**src/kaf_pkg.sv**
```systemverilog
// ----------------------------------------------------------------------------
// kaf_pkg: shared definitions for the scalar Kalman angle filter
// Field widths, configuration register codes and the controller command set.
// ----------------------------------------------------------------------------
package kaf_pkg;

    localparam int FRAC_BITS_DEF = 16;

    localparam int DATA_W     = 32;
    localparam int DT_W       = 17;
    localparam int NOISE_W    = 25;
    localparam int CFG_IDX_W  = 2;
    localparam int CFG_DATA_W = 25;

    localparam logic [CFG_IDX_W-1:0] CFG_TIME_STEP         = 2'd0;
    localparam logic [CFG_IDX_W-1:0] CFG_PROCESS_NOISE     = 2'd1;
    localparam logic [CFG_IDX_W-1:0] CFG_MEASUREMENT_NOISE = 2'd2;

    // One strobe per datapath step; axis picks roll (0) or pitch (1)
    typedef struct packed {
        logic capture;
        logic mul1;
        logic pred;
        logic dstart;
        logic div_step;
        logic mul2;
        logic upd;
        logic load_out;
        logic axis;
    } t_dp_cmd;

endpackage

```
**src/kaf_ctrl.sv**
```systemverilog
// ----------------------------------------------------------------------------
// kaf_ctrl: filter sequencer
// Steps the shared datapath through predict, divide and update for each axis.
// ----------------------------------------------------------------------------
module kaf_ctrl #(
    parameter int FRAC_BITS = kaf_pkg::FRAC_BITS_DEF
) (
    input  logic             i_clk,
    input  logic             i_rst_n,
    input  logic             i_in_valid,
    output logic             o_in_ready,
    output logic             o_out_valid,
    input  logic             i_out_ready,
    output kaf_pkg::t_dp_cmd o_cmd
);
    import kaf_pkg::*;

    localparam int CNT_W = $clog2(FRAC_BITS + 1);

    typedef enum logic [7:0] {
        S_IDLE   = 8'b0000_0001,
        S_MUL1   = 8'b0000_0010,
        S_PRED   = 8'b0000_0100,
        S_DSTART = 8'b0000_1000,
        S_DIV    = 8'b0001_0000,
        S_MUL2   = 8'b0010_0000,
        S_UPD    = 8'b0100_0000,
        S_DONE   = 8'b1000_0000
    } t_state;

    t_state             r_state, n_state;
    logic [CNT_W-1:0]   r_cnt, n_cnt;
    logic               r_axis, n_axis;
    logic               r_out_valid, n_out_valid;
    logic               w_out_free;

    assign w_out_free  = !r_out_valid || i_out_ready;
    assign o_in_ready  = (r_state == S_IDLE);
    assign o_out_valid = r_out_valid;

    always_comb begin
        n_state     = r_state;
        n_cnt       = r_cnt;
        n_axis      = r_axis;
        n_out_valid = r_out_valid && !i_out_ready;
        o_cmd       = '0;
        o_cmd.axis  = r_axis;
        unique case (r_state)
            S_IDLE: begin
                if (i_in_valid) begin
                    o_cmd.capture = 1'b1;
                    n_axis        = 1'b0;
                    n_state       = S_MUL1;
                end
            end
            S_MUL1: begin
                o_cmd.mul1 = 1'b1;
                n_state    = S_PRED;
            end
            S_PRED: begin
                o_cmd.pred = 1'b1;
                n_state    = S_DSTART;
            end
            S_DSTART: begin
                o_cmd.dstart = 1'b1;
                n_cnt        = '0;
                n_state      = S_DIV;
            end
            S_DIV: begin
                o_cmd.div_step = 1'b1;
                n_cnt          = r_cnt + 1'b1;
                if (r_cnt == CNT_W'(FRAC_BITS)) begin
                    n_state = S_MUL2;
                end
            end
            S_MUL2: begin
                o_cmd.mul2 = 1'b1;
                n_state    = S_UPD;
            end
            S_UPD: begin
                o_cmd.upd = 1'b1;
                if (!r_axis) begin
                    n_axis  = 1'b1;
                    n_state = S_MUL1;
                end else begin
                    n_state = S_DONE;
                end
            end
            S_DONE: begin
                // hold until the output register is free
                if (w_out_free) begin
                    o_cmd.load_out = 1'b1;
                    n_out_valid    = 1'b1;
                    n_state        = S_IDLE;
                end
            end
            default: begin
                n_state = S_IDLE;
            end
        endcase
    end

    always_ff @(posedge i_clk) begin
        if (!i_rst_n) begin
            r_state     <= S_IDLE;
            r_cnt       <= '0;
            r_axis      <= 1'b0;
            r_out_valid <= 1'b0;
        end else begin
            r_state     <= n_state;
            r_cnt       <= n_cnt;
            r_axis      <= n_axis;
            r_out_valid <= n_out_valid;
        end
    end

endmodule

```
**config.mk**
```make
export PLATFORM = sky130hd
export DESIGN_NAME = kaf_ctrl
export DESIGN_NICKNAME = d
export VERILOG_FILES = /design/src/kaf_pkg.sv /design/src/kaf_ctrl.sv
export SDC_FILE = /design/constraint.sdc
export NUM_CORES = 1
export LEC_CHECK = 0
export ABC_CLOCK_PERIOD_IN_PS = 2300
export BUFFER_PORTS_ARGS = -buffer_cell sky130_fd_sc_hd__clkbuf_2
export CAP_MARGIN = 10
export CORE_AREA = 2 2 44 55
export DETAILED_ROUTE_END_ITERATION = 6
export DIE_AREA = 0 0 46 57
export GPL_TIMING_DRIVEN = 0
export PLACE_DENSITY = 0.66
export SLEW_MARGIN = 20
export SYNTH_ARGS = -nofsm -noshare
export SYNTH_HDL_FRONTEND = slang
export SYNTH_SLANG_ARGS = --single-unit
```
**constraint.sdc**
```tcl
create_clock -name i_clk -period 2.3 [get_ports i_clk]
set_clock_uncertainty 0.15 [all_clocks]
set_input_delay 0 -clock i_clk [delete_from_list [all_inputs] [get_ports i_clk]]
set_output_delay 0 -clock i_clk [all_outputs]
set_load 0.01 [all_outputs]
```
==> results by group <==
Run status
  – Status: finished, final reports clean

Yosys
  – Simple-gate portion of the synthesized area: 34.6%
  – Syn Nets: 117
  – Multiplexer share of the synthesized area: 0%
  – Cells after Synth: 111
  – Most frequent cell after synthesis: dfxtp_1
  – EDFF count, synth: 0
  – Synthesized-area fraction occupied by adder cells: 2.95%
  – Register area share after synthesis: 35.5%
  – Async SR Flop Fraction: 0%
  – Synth Area in Compound Gates: 14.8%
  – Most frequent cells after synthesis: dfxtp_1, nor2_1, inv_1
  – Synth Area in XOR/XNOR: 2.07%
  – Synth top area cells: dfxtp_1, nor3_1, nor2_1
  – Avg Cell Area, Syn: 7.63 um2
  – Yosys top cell area share: 35.5%
  – Synth Register Bits: 15
  – Cell accounting for the most synthesized area: dfxtp_1
  – Count of different cell masters after synthesis: 33
  – Mapped cell area: 847 um2
  – YS warnings: 0
  – Main combinational cell family by area after synthesis: simple AND/OR/NAND/NOR gates
  – Top FF cell, synth: dfxtp_1

Floorplan
  – Die width: 46 um
  – IO Pins: 15
  – Core area: 2140 um2
  – Die area: 2620 um2
  – Starting Density: 39.6%
  – Row Count: 19
  – Die Height: 57 um

Clock tree
  – Clk_lat worst skew: 0.30 ns
  – CTS tree: done
  – Post-CTS sizing: 0
  – Clock sink count: 15
  – Clock slew at reported path FFs: 0.09 ns
  – CTS Buffer Depth: 2
  – Clk root buf: clkbuf_4
  – H-tree levels: 1
  – CTS buffer count: 3

Power and ir drop
  – Net switching power: 0.164 mW
  – Comb pwr share: 19.2%
  – Reg power frac: 51.0%
  – Power Density: 537 nW/um2
  – Sw Ratio: 30.3%
  – Max VDD drop: 0.271 mV
  – Internal Pwr Total: 0.378 mW
  – Static Leak: 0.467 nW
  – Clk pwr share: 29.8%

Detailed routing
  – Via count: 818
  – WL final: 1770 um
  – WL met1: 833 um
  – # DRC: 0
  – Drt wl/cell: 11.5 um
  – TritonRoute pass-1 iters: 4
  – Post-DRT Antenna Nets: 0
  – Top sig layer: met4
  – Via/cell ratio: 5.31
  – DRT iter0 DRCs: 17
  – Wire length on met2: 828 um
  – Met3 WL: 49 um

Global routing
  – Via count of the first global-routing pass: 702
  – First-pass GRT wire length: 3110 um
  – GRT Overall Usage: 16.0%
  – Largest net degree at the start of global routing: 11
  – Initial antenna violation count: 0
  – GRT Residual Overflow: 0

Timing
  – Hold WS: 0.335 ns
  – TNS Setup: 0 ns
  – Final period utilization: 92.2%
  – Slew Viols, Final: 0
  – Tmin final: 2.12 ns
  – Final Hold Viols: 0
  – Fmax: 472 MHz
  – Slew @ Worst Pin: 0.540 ns
  – RSZ-0062 raised after global routing: no
  – Final setup vio count: 0
  – Slew margin rel.: 63.6%

Worst setup path
  – Critical path data arrival time: 2.15 ns
  – Worst Path Buf+Inv: 1
  – Slowest CP cell: or4_1
  – Kind of critical path: reg2reg
  – Crit-path cells: or4_1 -> clkbuf_1 -> or3_4 -> o2111ai_1 -> nor2_1
  – Crit end category: register
  – CP max stage delay: 0.53 ns
  – Crit start category: register
  – Worst Path Required: 2.33 ns
  – Top delay family on crit path: simple AND/OR/NAND/NOR gates
  – Critical path fanouts, max: 6

Placement
  – Post-DP HPWL: 1330 um
  – RD Place Congestion: 0.838
  – PortBufs: 14

Cells and area
  – Layout area overhead: 19.2%
  – Seq. cell area: 300 um2
  – ANT cells: 0
  – Area of the multi-input gates: 460 um2
  – Fillcell total: 224
  – Post-layout net count: 140
  – Share of cells above drive strength 1: 18.8%

Min path
  – Worst Hold Class: reg2reg

Job
  – # Max-Cap Violations: 0
## per-layer routing
metal  vias up  track usage (%)
li1        427                -
met1       371             22.4
met2        15             22.4
met3         5             1.90
met4         0             11.0
met5         -                0
## layout by cell type, fill, tap and decap left out, drive strengths merged, types with 5 or more instances in the layout
| master | n |
|---|---|
| inv | 11 |
| nor2 | 12 |
| nor3 | 9 |
| nor2b | 5 |
| o21ai | 8 |
| nand3 | 7 |
| dfxtp | 15 |
| clkbuf | 19 |
| buf | 6 |
| nand2 | 5 |
## logic make-up (layout without fill, tap and decap cells)
group           Yosys count  count (layout)
simple gates             54              54
flops                    15              15
compound gates           20              20
buf+inv                  18              40
fa+ha+maj                 2               2
xor+xnor                  2               2
## per-stage QoR
stage	setup slack, ns	cell area (um2)	power, mW	utilization, %	cells
6_report	0.180	1010	0.542	47.2	154
5_1_grt	0.0252	1010	0.571	47.2	154
4_1_cts	0.170	1010	0.546	47.2	154
3_5_place_dp	0.191	943	0.383	44.1	146
3_3_place_gp	0.205	943	0.380	44.1	146
2_1_floorplan	0.308	847	0.352	-	111
## repair_timing
item	4_1_cts	5_1_grt
hold buffers	4	0
hold endpoints to repair	10	0
setup buffers	0	0
## registers in the layout, summed over array words and instances, names as in the netlist
name / flops
o_out_valid: 1
r_cnt: 5
r_state: 8
r_axis: 1
## power groups by stage
| stage | Sequential [mW] | Combinational (mW) | Clock (mW) |
|---|---|---|---|
| global placement | 0.283 | 0.0970 | 0 |
| detailed placement | 0.283 | 0.0999 | 0 |
| floorplan | 0.281 | 0.0709 | 0 |
| CTS | 0.277 | 0.105 | 0.165 |
| global route | 0.278 | 0.120 | 0.174 |
| finish | 0.276 | 0.104 | 0.161 |
## final timing paths
kind,startpoint,end,slack [ns],cells past startpoint
worst max-delay path,r_state[7],r_state[1],0.18,5
worst min-delay path,r_cnt[4],r_cnt[4],0.33,1
worst max register to register,r_state[7],r_state[1],0.18,5
worst min register to register,r_cnt[4],r_cnt[4],0.33,1
## cell type report
class	instances	area share, %
Buffer	7	4.46
Clock buffer	4	2.60
Inverter	11	4.09
Multi-Input combinational cell	78	45.6
Sequential cell	15	29.7
Tap cell	21	2.60
Timing Repair Buffer	18	10.9
Note: power is estimated with default switching activity, not from simulation.
